===== src/hdl/fds_pkg.sv =====
// Shared types, constants and helpers of the fire diffusion stencil.
`timescale 1ns / 1ps
`default_nettype none

package fds_pkg;

   localparam int DEFAULT_MAX_WIDTH = 1024;
   localparam int MAX_HEIGHT        = 1024;
   localparam int DIM_MIN           = 3;

   localparam int DIM_BITS   = 11;
   localparam int ROW_BITS   = 10;
   localparam int COORD_BITS = 10;
   localparam int NOISE_BITS = 10;
   localparam int CHAN_BITS  = 8;

   localparam logic [DIM_BITS-1:0] FRAME_DIM_RESET = 11'd1024;

   // csr word index (paddr[2])
   localparam int CSR_ADDR_BITS = 3;
   localparam int CSR_DATA_BITS = 32;
   localparam logic CSR_IDX_WIDTH  = 1'b0;
   localparam logic CSR_IDX_HEIGHT = 1'b1;

   localparam int QUEUE_DEPTH = 4;
   localparam int QCW         = $clog2(QUEUE_DEPTH + 1);
   localparam int QPW         = $clog2(QUEUE_DEPTH);

   localparam int REQ_DATA_BITS = 40;
   localparam int RSP_DATA_BITS = 48;

   typedef struct packed {
      logic [CHAN_BITS-1:0] red;
      logic [CHAN_BITS-1:0] green;
      logic [CHAN_BITS-1:0] blue;
   } pix_type;

   typedef struct packed {
      pix_type                prev;
      pix_type                older;
      logic [NOISE_BITS-1:0]  noise;
   } line_type;

   typedef struct packed {
      logic [COORD_BITS-1:0]  dest_row;
      logic [COORD_BITS-1:0]  dest_col;
      pix_type                down;
      pix_type                up;
      pix_type                left;
      pix_type                right;
      logic [NOISE_BITS-1:0]  noise;
   } job_type;

   typedef struct packed {
      logic [DIM_BITS-1:0] frame_width;
      logic [DIM_BITS-1:0] frame_height;
   } cfg_type;

   typedef struct packed {
      logic clearing;
   } front_stat_type;

   typedef struct packed {
      logic [QCW-1:0] count;
      logic           not_empty;
   } queue_stat_type;

   // four-tap average minus noise, 1/16 fixed point, clamped at zero
   function automatic logic [CHAN_BITS-1:0] cool(
      input logic [CHAN_BITS-1:0]  a,
      input logic [CHAN_BITS-1:0]  b,
      input logic [CHAN_BITS-1:0]  c,
      input logic [CHAN_BITS-1:0]  d,
      input logic [NOISE_BITS-1:0] noise
   );
      logic [CHAN_BITS+1:0]  sum;
      logic [CHAN_BITS+3:0]  scaled;
      logic [CHAN_BITS+3:0]  nz;
      logic [CHAN_BITS+3:0]  diff;
      sum    = {2'b00, a} + {2'b00, b} + {2'b00, c} + {2'b00, d};
      scaled = {sum, 2'b00};
      nz     = {2'b00, noise};
      diff   = scaled - nz;
      if (scaled <= nz) begin
         cool = '0;
      end else begin
         cool = diff[CHAN_BITS+3:4];
      end
   endfunction

endpackage

`default_nettype wire


===== src/hdl/fds_back.sv =====
// Back end: per-channel cooling arithmetic and the result register.
`timescale 1ns / 1ps
`default_nettype none

module fds_back (
   input  wire logic                                  clock,
   input  wire logic                                  reset,
   input  wire logic                                  job_valid,
   input  wire fds_pkg::job_type                      job,
   output logic                                       pop,
   output logic                                       rsp_valid,
   input  wire logic                                  rsp_ready,
   output logic [fds_pkg::RSP_DATA_BITS-1:0]          rsp_data
);

   logic                              rsp_valid_ff;
   logic [fds_pkg::RSP_DATA_BITS-1:0] rsp_data_ff, rsp_data_in;
   logic [fds_pkg::CHAN_BITS-1:0]     r_val, g_val, b_val;

   assign pop = job_valid && (!rsp_valid_ff || rsp_ready);

   always_comb begin
      r_val = fds_pkg::cool(job.down.red, job.up.red, job.left.red, job.right.red,
                            job.noise);
      g_val = fds_pkg::cool(job.down.green, job.up.green, job.left.green,
                            job.right.green, job.noise);
      b_val = fds_pkg::cool(job.down.blue, job.up.blue, job.left.blue, job.right.blue,
                            job.noise);
      rsp_data_in = {4'b0000, b_val, g_val, r_val, job.dest_col, job.dest_row};
   end

   always_ff @(posedge clock) begin
      if (reset) begin
         rsp_valid_ff <= 1'b0;
      end else if (pop) begin
         rsp_valid_ff <= 1'b1;
      end else if (rsp_ready) begin
         rsp_valid_ff <= 1'b0;
      end
   end

   always_ff @(posedge clock) begin
      if (pop) begin
         rsp_data_ff <= rsp_data_in;
      end
   end

   assign rsp_valid = rsp_valid_ff;
   assign rsp_data  = rsp_data_ff;

endmodule

`default_nettype wire


===== config.mk =====
export PLATFORM = sky130hd
export DESIGN_NAME = fds_back
export DESIGN_NICKNAME = d
export VERILOG_FILES = /design/src/hdl/fds_pkg.sv /design/src/hdl/fds_back.sv
export SDC_FILE = /design/constraint.sdc
export NUM_CORES = 1
export LEC_CHECK = 0
export ABC_AREA = 1
export BUFFER_PORTS_ARGS = -buffer_cell sky130_fd_sc_hd__buf_2
export CORE_MARGIN = 2
export CORE_UTILIZATION = 55
export CTS_CLUSTER_DIAMETER = 60
export DETAILED_ROUTE_END_ITERATION = 10
export PLACE_DENSITY_LB_ADDON = 0.3
export SYNTH_ARGS = -nofsm -noshare
export SYNTH_HDL_FRONTEND = slang
export SYNTH_SLANG_ARGS = --single-unit
export TNS_END_PERCENT = 50

===== constraint.sdc =====
create_clock -name clock -period 8.35 [get_ports clock]
set_input_delay 0.835 -clock clock [delete_from_list [all_inputs] [get_ports clock]]
set_output_delay 0.835 -clock clock [all_outputs]
set_load 0.01 [all_outputs]

Word level (Yosys, flattened, before mapping)
Cells that the tools add are included.

$add $sub $neg: 12. Magnitude comparators: 3. Muxes and demuxes: 2. Reductions and logical operators: 4.

Operators with widths (number): $le 12x10->1 (3); $sub 12x10->12 (3); $add 10x8->10 (3); $add 9x8->10 (3); $add 8x8->9 (3); $mux 1 (2); $reduce_bool 2->1 (1); $logic_and 1x1->1 (1); $logic_not 1->1 (1); $logic_or 1x1->1 (1).

Flip-flop bits (word level): 45. Input port bits: 130. Output and inout bits: 50. Word-level logic and storage cells: 26.

Longest topological paths before layout
Depth in word-level cells: 4. Gate-level depth with buffers: 20. Gate-level depth less buffers: 20.

Least setup slack after synthesis
No wires, ideal clock.

Kind: input-to-reg. From: input port job[27] (netlist bit). To: register rsp_data_ff (netlist bit rsp_data[20]), data pin. Setup time: 0.259 ns. Arrival: 4.045 ns. Data required time: 8.091 ns. Setup slack: 4.046 ns. Stages on the path: 19. Buffers on the path: 0. Cell sequence: inv_1 fa_1 fa_1 inv_1 ha_1 inv_1 fa_1 o21ai_1 nand2_1 nand2_1 a21oi_1 xnor2_1 ha_1 nand2_1 nor2_1 nand3_1 nand4_2 a21oi_4 nor2_2.

Longest elaborated chain between the ends: 2. Elaborated cells between the ends (all ways): 3. Classes of those cells: 2 x add/sub; 1 x order compare.

Ends and longest elaborated chain: from (decl) (line fds_back.sv:9) `input wire fds_pkg::job_type job,`; $add 10x8->10 (*) (line fds_pkg.sv:80) `sum = {2'b00, a} + {2'b00, b} + {2'b00, c} + {2'b00, d};`; $sub 12x10->12 / $le 12x10->1 (equally long branches) (line fds_pkg.sv:83, fds_pkg.sv:84); to (signal assigned) (line fds_back.sv:44) `rsp_data_ff <= rsp_data_in;`; to (decl) (line fds_back.sv:17) `logic [fds_pkg::RSP_DATA_BITS-1:0] rsp_data_ff, rsp_data_in;`.

Every way passes the cells marked *; elsewhere a longest branch is shown, timed or not. A chain may end at the register's enable or synchronous reset.

Final worst setup path
From: input port job[27] (netlist bit). To: register rsp_data_ff (netlist bit rsp_data[25]), data pin.

Same word-level chain as after synthesis.

==> qor.txt <==
dominant cell type by area after synthesis: edfxtp_1
Layout area overhead: 21.19%
Setup TNS Final: 0 ns
clk_skew: 0.003393 ns
Hold Crit Class: reg -> reg
Crit Path Max Fanout: 6
initial antenna violation count: 0
Final Net Count: 1048
Die H: 103.3 µm
Pwr Density: 304.7 mW/mm²
final setup margin: 3.968 ns
Worst EP required: 8.39 ns
Post-DP HPWL: 10.54 mm
post-DR wirelength/cell: 12.04 µm
clock sink total: 45
core region area: 0.009684 mm²
Unique masters post-synth: 38
first-pass GRT wire length: 18.51 mm
synthesized area: 0.005426 mm²
largest net degree at the start of global routing: 46
global route total overflow: 0
Setup Buffers After CTS: 0
Post-CTS Resized: 0
die footprint: 0.01068 mm²
Critical Path Sink: rsp_data[25]
RSZ-0062 raised after global routing: no
max-slew violations: 0
post-synthesis sequential area ratio: 24.72%
CTS tree: yes
RD Place Congestion: 0.8789
Slew headroom: 65.17%
initial drt markers: 163
clk buf depth: 2
cts bufs inserted: 5
Tightest Pin Transition: 0.5225 ns
final worst-path cycle share: 52.48%
clk_lat worst skew: 0.29 ns
ant diodes: 0
reg2reg setup slack: 7.01 ns
total of max-cap violations: 0
dpl ws: 3.667 ns
Die Wd: 103.3 µm
via count: 4471
Yosys reg bits: 45
Period minus WS final: 4.382 ns
Final Power: 2.004 mW
Ys Warns: 0
r2r worst-path depth: 2
layout cells sized above 1: 30.04%
proportion of netlist area held by the largest area contributor: 24.35%
Hold Vio Cnt, Final: 0
via density per instance: 4.696
Antenna Violating Nets Remaining: 0
outcome: finished clean
# port buffers: 175
Pre-antenna DRT Iters: 5
Pleak: 3.602 nW
number of global-route vias before repair: 4227
Cells after Synth: 636
hold_buf cts: 0
clock transition at the registers of the reported paths: 0.07 ns
IO Pins: 180
Rows: 36
RR Endpoint: rsp_data[30]
Worst Setup End Kind: flop
critical path arrival: 4.42 ns
synth top area cells: edfxtp_1 24%, fa_1 18%, inv_1 13%
post-layout util: 67.91%
Total GRT Usage: 21.95%
R2R Path Start: rsp_valid
DRT Wirelength: 11.47 mm
Crit. Startpoint: job[27]
root buf cell: clkbuf_8
syn avg cell area: 8.532 µm²
drc violations: 0
htree depth: 2
Final Setup Violations: 0
CP startpoint kind: primary input
CP Class: in -> reg
Max VDD drop: 0.1348 mV
initial core utilization: 56.03%
Fmax: 228.2 MHz
per-layer routing:
layer | track usage [%] | wire [µm] | vias to the layer above
met2 | 40.66 | 5689 | 153
met4 | 4.251 | 116 | 0
met3 | 1.949 | 750 | 10
met1 | 28.11 | 4908 | 1984
met5 | 0 | 0 | -
li1 | - | - | 2324
report_power, final:
group | internal, mW | switching, mW
registers | 0.366 | 0.0153
logic | 0.583 | 0.885
clock network | 0.0887 | 0.0659
worst min path at each step:
stage	endpoint	depth (start not counted)	slack (ns)	from
5_1_grt	rsp_valid	2	0.57	rsp_valid
3_3_place_gp	rsp_valid	2	0.49	rsp_valid
2_1_floorplan	rsp_valid	2	0.49	rsp_valid
4_1_cts	rsp_valid	2	0.54	rsp_valid
3_5_place_dp	rsp_valid	2	0.53	rsp_valid
6_report	rsp_valid	2	0.54	rsp_valid
worst max-delay path, stage by stage:
cell	delay [ns]
buf_2	0.08
inv_1	0.04
fa_1	0.56
fa_1	0.41
inv_1	0.07
ha_1	0.18
inv_1	0.06
fa_1	0.40
o21ai_1	0.28
nand2_1	0.08
nand2_1	0.06
a21oi_1	0.07
xnor2_1	0.14
ha_1	0.34
nand2_1	0.10
nor2_1	0.06
nand3_1	0.09
nand4_2	0.20
a21oi_4	0.31
nor2_2	0.06
cell usage in the layout (no fill, tap or decap), types with 2 or more instances in the layout:
master,Yosys,layout
a21oi_2,7,7
inv_1,183,183
o21a_1,2,2
o21ai_2,4,4
buf_2,0,175
xor2_1,9,9
nor3_1,3,3
o21bai_1,5,5
clkbuf_8,0,5
nor2_4,5,5
nand2_4,3,3
nor2_2,19,19
edfxtp_1,44,44
fa_1,48,48
o21ai_0,5,5
nand2_1,91,91
a21boi_2,2,2
nand4_2,2,2
or2_1,2,2
nand4_1,9,9
a21oi_4,5,6
nand3_1,23,23
conb_1,1,4
nand3_2,3,3
xnor2_1,16,16
o21ai_1,7,7
a21oi_1,39,38
nand2_2,9,9
clkinv_2,1,2
ha_1,52,52
nor2_1,25,25
logic make-up after synthesis:
group | share of synthesized area [%]
other | 0.06911
buffers and inverters | 13.30
flip-flops | 24.72
AND/OR/NAND/NOR | 18.28
XOR/XNOR | 4.035
AO/OA/AOI/OAI | 9.892
adder cells (fa/ha/maj) | 29.70
final cells by class:
type                            count  area [µm²]
Clock buffer                        6       72.57
Fill cell                         843        3108
Multi-Input combinational cell    406        3386
Tap cell                          133       166.4
Timing Repair Buffer              176       883.3
Inverter                          184       691.9
Sequential cell                    45        1341
Clock inverter                      2       35.03
cell usage after synthesis (all sizes together):
library cell / n
a31oi: 1
o21ai: 16
conb: 1
nand2: 103
a21oi: 51
edfxtp: 44
clkinv: 1
a21boi: 3
nand3b: 1
dfxtp: 1
ha: 52
nand3: 26
nor3: 4
fa: 48
a21o: 1
xnor2: 16
nand4: 11
buf: 4
o21a: 2
inv: 183
nor2: 50
xor2: 9
o31ai: 1
or2: 2
o21bai: 5
flip-flops by register name, summed over array words and instances, names as in the netlist:
register / flops
rsp_data: 44
rsp_valid: 1
stage by stage:
| step | hold slack (ns) | area (µm²) | instances |
|---|---|---|---|
| 2_1_floorplan | 0.4884 | 5438 | 639 |
| 3_3_place_gp | 0.4910 | 6469 | 944 |
| 3_5_place_dp | 0.5322 | 6469 | 944 |
| 4_1_cts | 0.5443 | 6576 | 952 |
| 5_1_grt | 0.5739 | 6576 | 952 |
| 6_report | 0.5449 | 6576 | 952 |
No activity file was read; power rests on OpenSTA's default activity.
