==> config.mk <==
export PLATFORM = sky130hd
export DESIGN_NAME = fds_queue
export DESIGN_NICKNAME = d
export VERILOG_FILES = /design/src/hdl/fds_pkg.sv /design/src/hdl/fds_queue.sv
export SDC_FILE = /design/constraint.sdc
export NUM_CORES = 1
export LEC_CHECK = 0
export BUFFER_PORTS_ARGS = -buffer_cell sky130_fd_sc_hd__buf_2
export CAP_MARGIN = 25
export CORE_UTILIZATION = 30
export CTS_CLUSTER_DIAMETER = 30
export DETAILED_ROUTE_END_ITERATION = 6
export GPL_TIMING_DRIVEN = 0
export HOLD_SLACK_MARGIN = 0.12
export SLEW_MARGIN = 20
export SYNTH_ARGS = -nofsm -noshare
export SYNTH_HDL_FRONTEND = slang
export SYNTH_SLANG_ARGS = --single-unit
==> constraint.sdc <==
create_clock -name clock -period 5.45 [get_ports clock]
set_input_delay 0.545 -clock clock [delete_from_list [all_inputs] [get_ports clock]]
set_output_delay 0.545 -clock clock [all_outputs]
set_load 0.005 [all_outputs]
==> src/hdl/fds_pkg.sv <==
// Shared types, constants and helpers of the fire diffusion stencil.
`timescale 1ns / 1ps
`default_nettype none

package fds_pkg;

   localparam int DEFAULT_MAX_WIDTH = 1024;
   localparam int MAX_HEIGHT        = 1024;
   localparam int DIM_MIN           = 3;

   localparam int DIM_BITS   = 11;
   localparam int ROW_BITS   = 10;
   localparam int COORD_BITS = 10;
   localparam int NOISE_BITS = 10;
   localparam int CHAN_BITS  = 8;

   localparam logic [DIM_BITS-1:0] FRAME_DIM_RESET = 11'd1024;

   // csr word index (paddr[2])
   localparam int CSR_ADDR_BITS = 3;
   localparam int CSR_DATA_BITS = 32;
   localparam logic CSR_IDX_WIDTH  = 1'b0;
   localparam logic CSR_IDX_HEIGHT = 1'b1;

   localparam int QUEUE_DEPTH = 4;
   localparam int QCW         = $clog2(QUEUE_DEPTH + 1);
   localparam int QPW         = $clog2(QUEUE_DEPTH);

   localparam int REQ_DATA_BITS = 40;
   localparam int RSP_DATA_BITS = 48;

   typedef struct packed {
      logic [CHAN_BITS-1:0] red;
      logic [CHAN_BITS-1:0] green;
      logic [CHAN_BITS-1:0] blue;
   } pix_type;

   typedef struct packed {
      pix_type                prev;
      pix_type                older;
      logic [NOISE_BITS-1:0]  noise;
   } line_type;

   typedef struct packed {
      logic [COORD_BITS-1:0]  dest_row;
      logic [COORD_BITS-1:0]  dest_col;
      pix_type                down;
      pix_type                up;
      pix_type                left;
      pix_type                right;
      logic [NOISE_BITS-1:0]  noise;
   } job_type;

   typedef struct packed {
      logic [DIM_BITS-1:0] frame_width;
      logic [DIM_BITS-1:0] frame_height;
   } cfg_type;

   typedef struct packed {
      logic clearing;
   } front_stat_type;

   typedef struct packed {
      logic [QCW-1:0] count;
      logic           not_empty;
   } queue_stat_type;

   // four-tap average minus noise, 1/16 fixed point, clamped at zero
   function automatic logic [CHAN_BITS-1:0] cool(
      input logic [CHAN_BITS-1:0]  a,
      input logic [CHAN_BITS-1:0]  b,
      input logic [CHAN_BITS-1:0]  c,
      input logic [CHAN_BITS-1:0]  d,
      input logic [NOISE_BITS-1:0] noise
   );
      logic [CHAN_BITS+1:0]  sum;
      logic [CHAN_BITS+3:0]  scaled;
      logic [CHAN_BITS+3:0]  nz;
      logic [CHAN_BITS+3:0]  diff;
      sum    = {2'b00, a} + {2'b00, b} + {2'b00, c} + {2'b00, d};
      scaled = {sum, 2'b00};
      nz     = {2'b00, noise};
      diff   = scaled - nz;
      if (scaled <= nz) begin
         cool = '0;
      end else begin
         cool = diff[CHAN_BITS+3:4];
      end
   endfunction

endpackage

`default_nettype wire

==> src/hdl/fds_queue.sv <==
// Short job queue between the front end and the arithmetic back end.
`timescale 1ns / 1ps
`default_nettype none

module fds_queue (
   input  wire logic                     clock,
   input  wire logic                     reset,
   input  wire logic                     push,
   input  wire fds_pkg::job_type         push_job,
   input  wire logic                     pop,
   output fds_pkg::job_type              head_job,
   output fds_pkg::queue_stat_type       qstat
);

   localparam int QPW = fds_pkg::QPW;
   localparam int QCW = fds_pkg::QCW;

   fds_pkg::job_type slot_ff [fds_pkg::QUEUE_DEPTH];
   logic [QPW-1:0]   wr_ff, wr_in, rd_ff, rd_in;
   logic [QCW-1:0]   count_ff, count_in;

   always_comb begin
      wr_in    = wr_ff;
      rd_in    = rd_ff;
      count_in = count_ff;
      if (push) begin
         wr_in = (wr_ff == QPW'(fds_pkg::QUEUE_DEPTH - 1)) ? '0 : wr_ff + QPW'(1);
      end
      if (pop) begin
         rd_in = (rd_ff == QPW'(fds_pkg::QUEUE_DEPTH - 1)) ? '0 : rd_ff + QPW'(1);
      end
      if (push && !pop) begin
         count_in = count_ff + QCW'(1);
      end else if (pop && !push) begin
         count_in = count_ff - QCW'(1);
      end
   end

   always_ff @(posedge clock) begin
      if (reset) begin
         wr_ff    <= '0;
         rd_ff    <= '0;
         count_ff <= '0;
      end else begin
         wr_ff    <= wr_in;
         rd_ff    <= rd_in;
         count_ff <= count_in;
      end
   end

   always_ff @(posedge clock) begin
      if (push) begin
         slot_ff[wr_ff] <= push_job;
      end
   end

   assign head_job        = slot_ff[rd_ff];
   assign qstat.count     = count_ff;
   assign qstat.not_empty = (count_ff != '0);

endmodule

`default_nettype wire

Yosys cells after proc, flatten, opt, wreduce, memory -nomap -nowiden
Memory sizes are Yosys's and may differ from the RTL's. A register that Yosys moved wholly into a read port is not among the register bits.
Index checks and enable logic that the tools add are counted.

storage, ports and cells
  bits in registers = 7
  bits in latches = 0
  bits in writable memories = 504
  memory bits (read-only) = 0
  input port bits = 130
  output and inout bits = 130
  word-level logic and storage cells = 24
  memories kept = 1

cells by class
  add/sub/neg operators = 4
  multipliers = 0
  divide/modulo/power cells = 0
  magnitude comparators = 0
  eq/ne operators = 2
  shifts and indexed selects = 0
  mux-type cells = 8
  bitwise gates (word level) = 0
  reduce and logical (&&, ||, !) cells = 6

memory list
  memory   words  bits a word  read ports  clocked after Yosys merged registers in  write ports  line             RTL
  slot_ff  4      126          1           1                                        1            fds_queue.sv:18  fds_pkg::job_type slot_ff [fds_pkg::QUEUE_DEPTH];

operator list
  kind                   number
  $mux W2                4
  $mux W3                2
  $add A2 B1 Y2 const B  2
  $eq A2 B2 Y1 const B   2
  $add A3 B1 Y3 const B  1
  $reduce_bool A3 Y1     1
  $sub A3 B1 Y3 const B  1
  $logic_and A1 B1 Y1    2
  $logic_not A1 Y1       2
  $mux W1                2
  $reduce_bool A2 Y1     1

Depth between registers and ports, before layout
Gate-level depths: netlist of the first run.

  depth after elaboration = 4
  gate-level depth with buffers = 7

Worst setup path after synthesis of the first run
OpenSTA, ideal clock, no wires.

  path kind = register -> register
  start = register wr_ff[0]
  end = memory slot_ff[3][0] (netlist bit), enable pin
  setup time = 0.499 ns
  arrival = 3.436 ns
  data required time = 4.951 ns
  slack = 1.514 ns
  stages on the path, launching flop included = 3
  path buffers = 0
  cells stage by stage = dfxtp_1 ha_1 and2_1

RTL lines
  item                    line             RTL
  from (decl)             fds_queue.sv:19  logic [QPW-1:0] wr_ff, wr_in, rd_ff, rd_in;
  from (signal assigned)  fds_queue.sv:45  wr_ff <= wr_in;
  to (decl)               fds_queue.sv:18

No word-level cell before the write port.

==> results.toml, run 1 <==
[final_layout]
insertedDiodeCount = 0
nNetsFinal = 1340
final_util_pct = 42.9
drive_gt1_share_pct = 45.5
area_delta_synth_final_pct = 40.3
fillers = 5290
fin_cells = 2073

[floorplan]
coreArea_sq_um = 60800
core.rowCount = 90
die_h_microns = 251
fp.dieArea_sq_um = 62900
start_util_pct = 30.6
die_x_microns = 251
pin_count = 260

[job]
max-cap-violations = 0

[sta]
rsz0062_at_grt = "false"
max_slew_margin_pct = 48.7
timing.final.setup_violations = 0
fin_crit_sh_pct = 57.2
worstMarginPinSlew_ps = 770
hold_ws_ps = 172
clock_skew_ps = 18.1
finalMaxSlewViolations = 0
min_period_ps = 3120
hold_viol = 0
fmax_ghz = 0.321

[synthesis]
synthesis.nets = 838
syn_area_per_cell_sq_um = 26.5
synth-seq-cells = 513
synth.cell_area_sq_um = 18600
yosysSeqAreaShare_pct = 82.4
synthDistinctLibCells = 18
ys_warn_count = 0
synth_cells = 701

[clock_network]
worstSkewPairLatency_ps = 620
clock_sinks = 513
clk_pin_slew_worst_paths_ps = 50
h-tree-depth = 3
post_cts_resized = 0
root_buffer = "clkbuf_16"
cts_tree = "yes"
cts_buffers = 103
clock_path_buffers = 3

[detailed_routing]
dr.first_iter.drc_count = 493
ant_nets = 0
vias = 9105
wl_per_cell_microns = 19.2
drt_pass1_iterations = 4
routed_wl_microns = 39700
viasPerCell = 4.39
drc = 0

[critical_path]
crit_path_max_incr_delay_ps = 630
rrSetupSlack_ps = 3570
endpoint_kind = "output port"
cpMostUsedCell = "buf_2"
path_max_fanout = 10
slowest_stage = "clkbuf_1"
cp-start-kind = "register"
arrival_ps = 2570
path_buf_inv = 3
required_ps = 4910
crit_chain = "buf_2 -> clkbuf_1 -> mux4_2 -> buf_2"
path_delay_family = "buffers and inverters"
critPathKind = "reg -> out"

[global_routing]
grt_max_degree = 41
grt_pass1_wl_microns = 60400
grt_pass1_vias = 10300
antenna_found_initial = 2
grt.total_usage_pct = 12.8
overflow = 0

[outcome]
status = "finished clean"

[placement]
port_buffers = 259
dp_hpwl_microns = 24400
gp_congestion = 0.678
dp_cells = 1754

[power]
power_mw = 11.8
leakagePower_nw = 9.09
peakVddDrop_v = 0.000275
power_density_nw_per_um2 = 452

[hold_path]
min_path_type = "in -> reg"
[cell families after synthesis]
group	count (synthesis)	share of synthesized area [%]
adders and majority gates	7	0.512
buffers and inverters	32	1.02
xor gates and xnor gates	2	0.0943
DFF	513	82.4
and+or+nand+nor	14	0.384
AOI/OAI and AO/OA	3	0.0808
muxes	130	15.5
[metrics by stage]
step	setup TNS (ps)	instance area (sq um)	worst slack, ps
2_1_floorplan	0	18600	1510
3_3_place_gp	-680980	20900	-1390
3_5_place_dp	0	21200	2910
4_1_cts	0	26100	2220
5_1_grt	0	26100	2210
6_report	0	26100	2330
[placed cells by master, fill, tap and decap left out]
cell type      netlist  routed
buf_2               14     273
and2_4               0       4
clkinv_4             0       8
bufinv_16            0      20
buf_4                2       2
clkinvlp_4           0      10
clkbuf_16            0     103
o21ai_0              1       1
edfxtp_1           504     504
nor3b_1              1       1
ha_1                 6       6
mux4_2             126     126
mux2i_1              4       4
inv_16               0       2
buf_16               0      12
dlygate4sd3_1        0     126
inv_1                4       4
inv_6                0       5
fa_1                 1       1
a21oi_1              2       2
nor2_1               7       7
xor2_1               2       2
clkbuf_1             6      17
dfxtp_1              9       9
clkinv_1             0      17
or3_1                2       2
clkinv_8             0       2
buf_6                6       6
clkinv_2             0      15
[layout make-up]
class                   instances  area, sq um  share of cell area (%)
plain buffers                  28          175                   0.672
repair buffers                397         2890                    11.1
clock inverters                79         1000                    3.84
well taps                     782          978                    3.75
clock buffers                 114         2620                    10.0
inverters                       4         15.0                  0.0576
flip-flops and latches        513        15300                    58.7
multi-input cells             156         3090                    11.8
[sequential cells by signal (all words and copies together) (netlist names), named ones only]
signal / count
wr_ff: 2
count_ff: 3
rd_ff: 2
slot_ff: 504
[report_power, final]
group	internal [mW]	total (mW)	leakage [nW]	switching, mW
clock	4.41	6.41	1.74	2.01
combinational	0.406	0.795	2.64	0.390
sequential	4.53	4.57	4.70	0.0382
total	9.35	11.8	9.09	2.44
[Yosys cell counts]
master	number	area, sq um
edfxtp_1	504	15100
a21oi_1	2	10.0
mux2i_1	4	40.0
ha_1	6	75.1
buf_4	2	15.0
xor2_1	2	17.5
buf_2	14	70.1
o21ai_0	1	5.00
fa_1	1	20.0
and2_1	4	25.0
mux4_2	126	2840
inv_1	4	15.0
nor3b_1	1	7.51
buf_6	6	67.6
clkbuf_1	6	22.5
or3_1	2	12.5
dfxtp_1	9	180
nor2_1	7	26.3
[layer usage]
layer | vias to the layer above | wire length, microns | part of all wire [%] | global-route usage [%]
li1 | 4099 | - | - | -
met1 | 4661 | 16600 | 42 | 15.5
met4 | 4 | 803 | 2.0 | 5.47
met2 | 287 | 19300 | 49 | 20.6
met5 | - | 34 | 0.086 | 0
met3 | 54 | 2990 | 7.5 | 4.66
[final timing paths]
kind / endpoint / from / cells past startpoint
setup / recovery: head_job[27] / register / 4
hold / removal: count_ff[2] / reset / 2
setup reg to reg: slot_ff[3][77] / wr_ff[0] / 4
hold reg to reg: count_ff[2] / count_ff[2] / 2
[timing repair]
item | CTS | global route
buffers inserted | 0 | 0
hold buffers | 126 | 0
hold endpoints to repair | 501 | 0
No activity file was read; power rests on OpenSTA's default activity.
==> run 2: changes to the inputs <==
clock period = 2.7 ns   (was 5.45 ns; I/O delays follow)
==> results.toml, run 2 (same netlist as run 1, synthesis figures left out) <==
[outcome]
status = "finished clean"

[placement]
dp_cells = 1754
place_area_sq_um = 21200
gp_congestion = 0.689
dp_hpwl_microns = 24400
port_buffers = 259

[final_layout]
fin_cells = 2074
area_delta_synth_final_pct = 39.4
drive_gt1_share_pct = 45.3
biggestRegsByFlops = "slot_ff: 504 flops, count_ff: 3 flops"
layout_commonest_cell = "edfxtp_1"
layout_common_cells = "edfxtp_1, buf_2, dlygate4sd3_1"
largest_reg_flops = 504
final_cell_area_sq_um = 25900
nNetsFinal = 1342
regMostFlops = "slot_ff"
fillers = 5304

[critical_path]
r2r-end = "slot_ff[0][79]"
required_ps = 2430
endpoint_kind = "output port"
cp-start-kind = "register"
rrSetupSlack_ps = 990
r2r_cells = 4
slowest_stage = "mux4_2"
crit_chain = "buf_6 -> buf_2 -> mux4_2 -> buf_2"
path_max_fanout = 10
arrival_ps = 2280
critPathKind = "reg -> out"
critPathCapture = "head_job[20]"
crit_path_max_incr_delay_ps = 570
worstReg2RegStart = "wr_ff[0]"
cpMostUsedCell = "buf_2"

[sta]
fin_crit_sh_pct = 94.3
min_period_ps = 2550
worstMarginPinSlew_ps = 661
rsz0062_at_grt = "false"
finalMaxSlewViolations = 0
hold_viol = 0
clock_skew_ps = 19.7
timing.final.setup_violations = 0
fmax_ghz = 0.393
max_slew_margin_pct = 55.9

[global_routing]
grt.total_usage_pct = 13.0
overflow = 0
grt_max_degree = 43
grt_pass1_vias = 10400
grt_use_met1_pct = 16.2
met3_usage_pct = 4.52
antenna_found_initial = 5
grt_pass1_wl_microns = 61300
grt_use_met2_pct = 20.6
grt_busiest_layer = "met2"

[power]
leakagePower_nw = 9.01
peakVddDrop_v = 0.000676
power_density_nw_per_um2 = 892

[clock_network]
clock_sinks = 513
clk_pin_slew_worst_paths_ps = 50
cts_setup_buffers = 0
cts_buffers = 102
root_buffer = "clkbuf_16"
cts_tree = "yes"
h-tree-depth = 3
clock_path_buffers = 3
worstSkewPairLatency_ps = 630

[floorplan]
start_util_pct = 30.6
core.rowCount = 90
die_x_microns = 251
die_h_microns = 251
fp.dieArea_sq_um = 62900
pin_count = 260
coreArea_sq_um = 60800

[detailed_routing]
viasPerCell = 4.49
dr.first_iter.drc_count = 408
drt_pass1_iterations = 4
drc = 0
routed_wl_microns = 40000
vias = 9310
ant_nets = 0
wl_per_cell_microns = 19.3

[job]
max-cap-violations = 0

[hold_path]
min_path_type = "in -> reg"
## run 2: worst max-delay path: cells and delay by family (launching register included)
family   cells  cell delay (ps)
mux          1              570
flops        1              320
buf+inv      3              750
## run 2: layout make-up
type | instances | area [sq um] | share of cell area (%)
tap | 782 | 978 | 3.78
buffer | 28 | 186 | 0.720
antenna | 2 | 5.00 | 0.0193
sequential | 513 | 15300 | 59.1
clock buffer | 115 | 2600 | 10.0
clock inverter | 74 | 818 | 3.16
inverter | 4 | 15.0 | 0.0580
multi-input combinational | 156 | 3090 | 11.9
timing repair buffer | 400 | 2900 | 11.2
## run 2: how the worst min path moves through the flow
stage	endpoint	from	slack (ps)	depth (start not counted)
finish	slot_ff[1][52]	push_job[52]	380	2
global route	slot_ff[2][51]	push_job[51]	350	2
CTS	slot_ff[2][51]	push_job[51]	330	2
detailed placement	slot_ff[0][54]	push_job[54]	490	1
global placement	slot_ff[0][91]	push_job[91]	480	1
floorplan	count_ff[2]	reset	340	1
## run 2: timing repair
item                                   CTS  global route
gates resized for setup                  4             6
setup endpoints to repair              100            21
endpoints found under the hold margin  513             0
hold buffers                           129             0
## run 2: through the flow
step	total power, mW	setup slack [ps]	hold WS (ps)	util, %	setup TNS (ps)
after floorplan	10.1	156	339	-	0
after global placement	10.8	-1340	481	34.3	-650900
after detailed placement	10.9	495	486	34.8	0
after CTS	23.4	10.7	334	42.6	0
after global routing	23.9	3.75	353	42.6	0
final	23.1	154	385	42.6	0
## run 2: metal layers
layer | wire length, microns | vias to the layer above
li1 | - | 4098
met1 | 16900 | 4822
met2 | 18800 | 296
met3 | 3150 | 88
met4 | 1050 | 6
met5 | 35 | -
## run 2: where the power goes
group,internal (mW),switching (mW),leakage (nW)
logic,0.818,0.794,2.66
registers,9.15,0.0770,4.70
clock network,8.18,4.07,1.65
